[src/bpar_pkg.sv]
// Package for the BLE private address resolver: item types, AES S-box,
// round constants and the AES round and key schedule functions.
// No dependencies.
package bpar_pkg;

    localparam int unsigned QUEUE_DEPTH = 2;
    localparam int unsigned AES_ROUNDS  = 10;
    localparam int unsigned KEY_W       = 128;
    localparam int unsigned BLOCK_BYTES = 16;
    localparam int unsigned CFG_INDEX_W = 1;
    localparam int unsigned CFG_DATA_W  = 64;

    // Register indexes of the configuration port.
    localparam logic [CFG_INDEX_W-1:0] REG_IRK_LOW  = 1'b0;
    localparam logic [CFG_INDEX_W-1:0] REG_IRK_HIGH = 1'b1;

    // One classified address: random part and received hash.
    typedef struct packed {
        logic [23:0] prand;
        logic [23:0] hash;
    } bpar_item_t;

    // Head of the queue as seen by the back part.
    typedef struct packed {
        logic       valid;
        bpar_item_t item;
    } bpar_head_t;

    localparam logic [7:0] SBOX [256] = '{
        8'h63,8'h7c,8'h77,8'h7b,8'hf2,8'h6b,8'h6f,8'hc5,
        8'h30,8'h01,8'h67,8'h2b,8'hfe,8'hd7,8'hab,8'h76,
        8'hca,8'h82,8'hc9,8'h7d,8'hfa,8'h59,8'h47,8'hf0,
        8'had,8'hd4,8'ha2,8'haf,8'h9c,8'ha4,8'h72,8'hc0,
        8'hb7,8'hfd,8'h93,8'h26,8'h36,8'h3f,8'hf7,8'hcc,
        8'h34,8'ha5,8'he5,8'hf1,8'h71,8'hd8,8'h31,8'h15,
        8'h04,8'hc7,8'h23,8'hc3,8'h18,8'h96,8'h05,8'h9a,
        8'h07,8'h12,8'h80,8'he2,8'heb,8'h27,8'hb2,8'h75,
        8'h09,8'h83,8'h2c,8'h1a,8'h1b,8'h6e,8'h5a,8'ha0,
        8'h52,8'h3b,8'hd6,8'hb3,8'h29,8'he3,8'h2f,8'h84,
        8'h53,8'hd1,8'h00,8'hed,8'h20,8'hfc,8'hb1,8'h5b,
        8'h6a,8'hcb,8'hbe,8'h39,8'h4a,8'h4c,8'h58,8'hcf,
        8'hd0,8'hef,8'haa,8'hfb,8'h43,8'h4d,8'h33,8'h85,
        8'h45,8'hf9,8'h02,8'h7f,8'h50,8'h3c,8'h9f,8'ha8,
        8'h51,8'ha3,8'h40,8'h8f,8'h92,8'h9d,8'h38,8'hf5,
        8'hbc,8'hb6,8'hda,8'h21,8'h10,8'hff,8'hf3,8'hd2,
        8'hcd,8'h0c,8'h13,8'hec,8'h5f,8'h97,8'h44,8'h17,
        8'hc4,8'ha7,8'h7e,8'h3d,8'h64,8'h5d,8'h19,8'h73,
        8'h60,8'h81,8'h4f,8'hdc,8'h22,8'h2a,8'h90,8'h88,
        8'h46,8'hee,8'hb8,8'h14,8'hde,8'h5e,8'h0b,8'hdb,
        8'he0,8'h32,8'h3a,8'h0a,8'h49,8'h06,8'h24,8'h5c,
        8'hc2,8'hd3,8'hac,8'h62,8'h91,8'h95,8'he4,8'h79,
        8'he7,8'hc8,8'h37,8'h6d,8'h8d,8'hd5,8'h4e,8'ha9,
        8'h6c,8'h56,8'hf4,8'hea,8'h65,8'h7a,8'hae,8'h08,
        8'hba,8'h78,8'h25,8'h2e,8'h1c,8'ha6,8'hb4,8'hc6,
        8'he8,8'hdd,8'h74,8'h1f,8'h4b,8'hbd,8'h8b,8'h8a,
        8'h70,8'h3e,8'hb5,8'h66,8'h48,8'h03,8'hf6,8'h0e,
        8'h61,8'h35,8'h57,8'hb9,8'h86,8'hc1,8'h1d,8'h9e,
        8'he1,8'hf8,8'h98,8'h11,8'h69,8'hd9,8'h8e,8'h94,
        8'h9b,8'h1e,8'h87,8'he9,8'hce,8'h55,8'h28,8'hdf,
        8'h8c,8'ha1,8'h89,8'h0d,8'hbf,8'he6,8'h42,8'h68,
        8'h41,8'h99,8'h2d,8'h0f,8'hb0,8'h54,8'hbb,8'h16
    };

    // Round constants for the key schedule, first round first.
    localparam logic [7:0] RCON [AES_ROUNDS] = '{
        8'h01,8'h02,8'h04,8'h08,8'h10,8'h20,8'h40,8'h80,8'h1b,8'h36
    };

    function automatic logic [7:0] xtime(logic [7:0] v);
        return {v[6:0], 1'b0} ^ (v[7] ? 8'h1b : 8'h00);
    endfunction

    // Byte i of a block sits in bits 127-8i down to 120-8i.
    function automatic logic [7:0] get_byte(logic [KEY_W-1:0] blk, int unsigned i);
        return blk[KEY_W-1-8*i -: 8];
    endfunction

    // Next round key from the previous one.
    function automatic logic [KEY_W-1:0] next_key(logic [KEY_W-1:0] rk, logic [7:0] rc);
        logic [31:0] w0, w1, w2, w3, t;
        w0 = rk[127:96];
        w1 = rk[95:64];
        w2 = rk[63:32];
        w3 = rk[31:0];
        t  = {SBOX[w3[23:16]] ^ rc, SBOX[w3[15:8]], SBOX[w3[7:0]], SBOX[w3[31:24]]};
        w0 = w0 ^ t;
        w1 = w1 ^ w0;
        w2 = w2 ^ w1;
        w3 = w3 ^ w2;
        return {w0, w1, w2, w3};
    endfunction

    // One AES round: SubBytes, ShiftRows, MixColumns unless last, AddRoundKey.
    function automatic logic [KEY_W-1:0] aes_round(logic [KEY_W-1:0] s,
                                                   logic [KEY_W-1:0] rk,
                                                   logic last);
        logic [7:0] t [BLOCK_BYTES];
        logic [7:0] a0, a1, a2, a3, all;
        logic [KEY_W-1:0] res;
        for (int unsigned c = 0; c < 4; c++) begin
            for (int unsigned r = 0; r < 4; r++) begin
                t[r + 4*c] = SBOX[get_byte(s, r + 4*((c + r) % 4))];
            end
        end
        if (!last) begin
            for (int unsigned c = 0; c < 4; c++) begin
                a0  = t[4*c];
                a1  = t[4*c + 1];
                a2  = t[4*c + 2];
                a3  = t[4*c + 3];
                all = a0 ^ a1 ^ a2 ^ a3;
                t[4*c]     = a0 ^ all ^ xtime(a0 ^ a1);
                t[4*c + 1] = a1 ^ all ^ xtime(a1 ^ a2);
                t[4*c + 2] = a2 ^ all ^ xtime(a2 ^ a3);
                t[4*c + 3] = a3 ^ all ^ xtime(a3 ^ a0);
            end
        end
        for (int unsigned i = 0; i < BLOCK_BYTES; i++) begin
            res[KEY_W-1-8*i -: 8] = t[i] ^ get_byte(rk, i);
        end
        return res;
    endfunction

endpackage

[src/bpar_if.sv]
// Channel interfaces of the resolver: address items in, resolution items out.
// Depends on nothing.
interface bpar_addr_if;
    logic        valid;
    logic        ready;
    logic [47:0] address;

    modport source (output valid, output address, input ready);
    modport sink   (input valid, input address, output ready);
endinterface


[src/bpar_front.sv]
// Front part: accepts address items, splits them into random part and hash,
// and holds them in a short queue for the AES pipeline. Uses bpar_pkg.
module bpar_front
    import bpar_pkg::*;
#(
    parameter int unsigned DEPTH = QUEUE_DEPTH
)
(
    input  logic       clk,
    input  logic       rst_n,
    bpar_addr_if.sink  addr_ch,
    output bpar_head_t head,
    input  logic       pop
);

    localparam int unsigned PTR_W = (DEPTH > 1) ? $clog2(DEPTH) : 1;
    localparam int unsigned CNT_W = $clog2(DEPTH + 1);
    localparam logic [PTR_W-1:0] LAST_PTR = PTR_W'(DEPTH - 1);
    localparam logic [CNT_W-1:0] FULL_CNT = CNT_W'(DEPTH);

    bpar_item_t       slot_reg [DEPTH];
    logic [PTR_W-1:0] wr_ptr_reg, wr_ptr_next;
    logic [PTR_W-1:0] rd_ptr_reg, rd_ptr_next;
    logic [CNT_W-1:0] count_reg, count_next;
    logic             push;

    assign addr_ch.ready = (count_reg != FULL_CNT);
    assign push          = addr_ch.valid && addr_ch.ready;
    assign head.valid    = (count_reg != '0);
    assign head.item     = slot_reg[rd_ptr_reg];

    // Pointer and fill count update.
    always_comb
    begin
        wr_ptr_next = wr_ptr_reg;
        rd_ptr_next = rd_ptr_reg;
        count_next  = count_reg;
        if (push)
        begin
            wr_ptr_next = (wr_ptr_reg == LAST_PTR) ? '0 : wr_ptr_reg + 1'b1;
        end
        if (pop)
        begin
            rd_ptr_next = (rd_ptr_reg == LAST_PTR) ? '0 : rd_ptr_reg + 1'b1;
        end
        if (push && !pop)
        begin
            count_next = count_reg + 1'b1;
        end
        else if (pop && !push)
        begin
            count_next = count_reg - 1'b1;
        end
    end

    always_ff @(posedge clk or negedge rst_n)
    begin
        if (!rst_n)
        begin
            wr_ptr_reg <= '0;
            rd_ptr_reg <= '0;
            count_reg  <= '0;
        end
        else
        begin
            wr_ptr_reg <= wr_ptr_next;
            rd_ptr_reg <= rd_ptr_next;
            count_reg  <= count_next;
        end
    end

    // Classify the address into its random part and its hash.
    always_ff @(posedge clk)
    begin
        if (push)
        begin
            slot_reg[wr_ptr_reg].prand <= addr_ch.address[47:24];
            slot_reg[wr_ptr_reg].hash  <= addr_ch.address[23:0];
        end
    end

    a_count_bound: assert property (@(posedge clk) disable iff (!rst_n)
        count_reg <= FULL_CNT)
        else $error("queue fill count beyond depth");

    a_pop_nonempty: assert property (@(posedge clk) disable iff (!rst_n)
        pop |-> head.valid)
        else $error("queue popped while empty");

endmodule

[src/flat_wrapper.sv]
// flat-port wrapper written by rule: the top's interface ports become plain ports
module bpar_front_flat import bpar_pkg::*;
#(
    parameter int unsigned DEPTH = QUEUE_DEPTH
)
  (clk, rst_n, head, pop, addr_ch_valid, addr_ch_address, addr_ch_ready);
  bpar_addr_if addr_ch_i ();
  input  logic clk;
  input  logic rst_n;
  output bpar_head_t head;
  input  logic pop;
  input wire logic [$bits(addr_ch_i.valid)-1:0] addr_ch_valid;
  input wire logic [$bits(addr_ch_i.address)-1:0] addr_ch_address;
  output wire logic [$bits(addr_ch_i.ready)-1:0] addr_ch_ready;
  assign addr_ch_i.valid = addr_ch_valid;
  assign addr_ch_i.address = addr_ch_address;
  assign addr_ch_ready = addr_ch_i.ready;
  bpar_front #(.DEPTH(DEPTH)) u_core (.clk(clk), .rst_n(rst_n), .addr_ch(addr_ch_i), .head(head), .pop(pop));
endmodule
[config.mk]
export PLATFORM = sky130hd
export DESIGN_NAME = bpar_front_flat
export DESIGN_NICKNAME = d
export VERILOG_FILES = /design/src/bpar_pkg.sv /design/src/bpar_if.sv /design/src/bpar_front.sv /design/src/flat_wrapper.sv
export SDC_FILE = /design/constraint.sdc
export NUM_CORES = 1
export LEC_CHECK = 0
export ABC_AREA = 1
export BUFFER_PORTS_ARGS = -buffer_cell sky130_fd_sc_hd__buf_4
export CAP_MARGIN = 20
export CELL_PAD_IN_SITES_DETAIL_PLACEMENT = 2
export CELL_PAD_IN_SITES_GLOBAL_PLACEMENT = 2
export CORE_MARGIN = 4
export CORE_UTILIZATION = 37
export CTS_CLUSTER_SIZE = 40
export DETAILED_ROUTE_END_ITERATION = 7
export GPL_ROUTABILITY_DRIVEN = 0
export PLACE_DENSITY_LB_ADDON = 0.12
export RECOVER_POWER = 50
export SLEW_MARGIN = 10
export SYNTH_ARGS = -nofsm -noshare
export SYNTH_HDL_FRONTEND = slang
export SYNTH_SLANG_ARGS = --single-unit
[constraint.sdc]
create_clock -name clk -period 3.5 [get_ports clk]
set_clock_uncertainty 0.1 [all_clocks]
set_input_delay 0.35 -clock clk [delete_from_list [all_inputs] [get_ports clk]]
set_output_delay 0.35 -clock clk [all_outputs]
set_load 0.01 [all_outputs]
Word-level counts from Yosys, hierarchy flattened
Memory sizes are Yosys's and may differ from the RTL's.
Cells that the tools add are included.
- add/sub/neg operators: 4
- equal/unequal tests: 1
- multiplexer cells: 6
- reduce and logical (&&, ||, !) cells: 7
- operators by type and width (cell ; count):
    $mux 1 ; 4
    $mux 2 ; 2
    $reduce_bool 2->1 ; 2
    $logic_and 1x1->1 ; 3
    $add 1x1->1 const B ; 2
    $add 2x1->2 const B ; 1
    $logic_not 1->1 ; 2
    $ne 2x2->1 const B ; 1
    $sub 2x1->2 const B ; 1
- bits in registers: 4
- bits in writable memories: 96
- input bits: 52
- output and inout port bits: 50
- memories: 1
- memories (memory ; words ; bits a word ; rd ports ; clocked after Yosys merged registers in ; wr ports ; RTL line ; RTL):
    u_core.slot_reg ; 2 ; 48 ; 1 ; 0 ; 1 ; bpar_front.sv:21 ; bpar_item_t slot_reg [DEPTH];

Longest topological paths before layout
- depth in word-level cells: 6
- mapped depth: 10
- mapped depth without buffers: 10

Least setup slack after synthesis
OpenSTA, ideal clock, no wires.
- path kind: register to register
- from: register u_core.count_reg[0]
- to: memory u_core.slot_reg[0][0] in the netlist's numbering, enable pin
- setup time: 0.454 ns
- arrival time: 2.689 ns
- required time: 2.946 ns
- slack: 0.257 ns
- stages on the path, launching flop included: 5
- buffers on the path: 0
- period minus slack after synthesis: 3.243 ns
- cells stage by stage: dfrtp_1 inv_1 nand2_1 nand2_1 nor2_1
- cells in the longest elaborated chain, start to end: 4
- RTL lines (element ; RTL line ; RTL):
    from (decl) ; bpar_front.sv:24 ; logic [CNT_W-1:0] count_reg, count_next;
    from (signal assigned) ; bpar_front.sv:68 ; count_reg <= count_next;
    $ne 2x2->1 ; bpar_front.sv:27 ; assign addr_ch.ready = (count_reg != FULL_CNT);
    named net addr_ch_ready ; flat_wrapper.sv:14 ; output wire logic [$bits(addr_ch_i.ready)-1:0] addr_ch_ready;
    $logic_and 1x1->1 ; bpar_front.sv:28 ; assign push = addr_ch.valid && addr_ch.ready;
    $mux 1 ; bpar_front.sv:75 ; if (push)
    $mux 1 (not written as such) ; bpar_front.sv:78 ; slot_reg[wr_ptr_reg].hash <= addr_ch.address[23:0];
    to (decl) ; bpar_front.sv:21 ;
The timed path passes the listed nets, and every way through them passes these cells.

Worst setup path in the final report
- from: register u_core.count_reg[0]
- to: memory u_core.slot_reg[1][15] in the netlist's numbering, enable pin
- cells in the longest elaborated chain, start to end: 4
- RTL lines (element ; RTL line):
    $ne 2x2->1 ; bpar_front.sv:27
    $logic_and 1x1->1 ; bpar_front.sv:28
    $mux 1 ; bpar_front.sv:75
    $mux 1 (not written as such) ; bpar_front.sv:78
Every way passes these cells.

==> results.cfg <==
[run_status]
status = finished, final reports clean

[timing]
rsz0062_at_grt = no
relSlewSlack = 0.112
fmax_mhz = 402
worstMarginPinSlew_ps = 1330
hold_violations = 0
finalSetupViolCount = 0
slew_viol_final = 0
fin_setup_tns_ps = 0
fin_crit_sh = 0.710
min_period_ps = 2490

[synth]
ys_ff_latch = 100
synthDistinctLibCells = 15
syn_area_per_cell_sq_um = 21.3
synth_top_area_frac = 0.775
synthCells = 175
synth_warnings = 0
syn_area_sq_um = 3720
yosysSeqAreaShare = 0.802
syn_nets = 228
synth.area.top_cells = edfxtp_1, mux2_2, mux2_4
synth.largest_area_cell = edfxtp_1

[route]
drt_iter0_drc = 53
drtPass1Iterations = 4
via_per_inst = 4.51
routed_wl_um = 7440
ant_nets = 0
wire_per_inst_um = 17.5
vias = 1916
drc = 0

[layout]
num-nets-final = 340
antenna_cells = 0
n_fill_cell = 946
drive_above_1_share = 0.517
final_util = 0.490
largest_reg_flops = 96
area_growth_pct = 28.9
final-seq-area_sq_um = 2980
instances_no_fill = 425
multi_input_area_sq_um = 672

[global_routing]
grt_use_total = 0.132
antenna_found_initial = 0
grt_pass1_vias = 2176
grt_remaining_overflow = 0
grt_max_degree = 33
grt_pass1_wl_um = 11400

[clock_tree]
htree_levels = 3
clock_sinks = 100
cts_tree = done
cts_made_buffers = 9
clkSlewWorstSetupHoldPaths_ps = 90
cts_root_buf = clkbuf_8
clockBufferDepth = 2
post_cts_buffers = 0
clk_latency_ps = 350

[place]
dp_cells = 408
portBuffers = 101
dpl.hpwl_um = 5290

[pwr]
p_leak_nw = 1.79
peakVddDrop_mv = 0.375
pwr_density_cell_nw_per_um2 = 790

[critical_path]
start_kind = register
crit_type = register to register
endpoint_kind = register
r2r_slack_ps = 1010
cp.required_ps = 3460
cp.arrival_ps = 2440
path_max_fanout = 25

[floorplanning]
row_count = 36
fp.dieH_um = 108
die_w_um = 108
die-area_sq_um = 11700
start_util = 0.381
coreArea_sq_um = 9770
ios = 102

[hold_path]
hold_class = input pin to register

[job]
max_cap_viol_count = 0
## report_power, final
| group | leakage, nW | internal (mW) | switching [mW] | total [mW] |
|---|---|---|---|---|
| Combinational | 0.748 | 0.688 | 0.663 | 1.35 |
| Clock | 0.0977 | 0.338 | 0.393 | 0.731 |
| Sequential | 0.939 | 1.64 | 0.0708 | 1.71 |
| Total | 1.79 | 2.66 | 1.13 | 3.79 |
## worst max-delay path: stages (launching register included)
cell and delay, ps:
dfrtp_1 400, inv_1 90, nand2_1 100, nand2_1 160
nor2_2 1030, buf_12 290
## cell families after synthesis
| group | share of synthesized area |
|---|---|
| xor gates and xnor gates | 0.00706 |
| adders and majority gates | 0.00336 |
| and+or+nand+nor | 0.0121 |
| muxes | 0.155 |
| DFF | 0.802 |
| buffers and inverters | 0.0202 |
## worst paths after layout
path                                     startpoint                      to  depth (start not counted)
worst max-delay path            u_core.count_reg[0]  u_core.slot_reg[1][15]                          5
worst min-delay path                            pop       u_core.rd_ptr_reg                          2
worst max register to register  u_core.count_reg[0]  u_core.slot_reg[1][15]                          5
worst min register to register  u_core.count_reg[0]     u_core.count_reg[0]                          1
max in group asynchronous                     rst_n       u_core.rd_ptr_reg                          2
min in group asynchronous                     rst_n       u_core.wr_ptr_reg                          2
## cells in the mapped netlist
cell      number
buf_4          3
buf_6          1
buf_8          1
dfrtp_1        4
edfxtp_1      96
ha_1           1
inv_1          7
mux2_2        38
mux2_4        10
nand2_1        7
nand3_1        1
nand4_1        1
nor2_1         2
xnor2_1        1
xor2_1         2
## placed cells by master, fill, tap and decap left out
cell type       n
nand2_1         7
buf_1           1
clkbuf_8        9
nor2_4          1
bufinv_16       1
nand3_1         1
edfxtp_1       96
inv_6           3
mux2_4         10
nor2_2          1
mux2_2         38
dlygate4sd3_1   1
clkbuf_1       20
xor2_1          2
ha_1            1
inv_1           7
dfrtp_1         3
clkinv_2        1
dfrtp_2         1
clkbuf_4       31
xnor2_1         1
nand4_1         1
buf_12          2
clkinvlp_4      1
buf_4          52
## per-layer routing
layer,routed length (um),track usage,vias up
li1,-,-,895
met1,3040,0.157,952
met2,3810,0.228,65
met3,535,0.0484,4
met4,56,0.0352,0
met5,0,0,-
## final cells by class
type	instances	area share
Timing Repair Buffer	106	0.156
Clock buffer	10	0.0266
Tap cell	133	0.0347
Inverter	7	0.00548
Multi-Input combinational cell	63	0.140
Sequential cell	100	0.623
Clock inverter	6	0.0144
## timing repair
item / CTS / global route
gates resized for setup: 0 / 0
hold buffers: 1 / 0
hold endpoints to repair: 4 / 0
## per-stage QoR
step	area [sq um]	worst slack (ps)	hold slack, ps	power [mW]
floorplan	3720	257	-45.6	2.52
global placement	4670	1430	53.8	3.12
detailed placement	4670	1400	52.0	3.16
CTS	4870	1360	44.2	3.90
global route	4790	781	54.7	4.01
finish	4790	1010	80.8	3.79
Power figures use the tool's default switching activity.
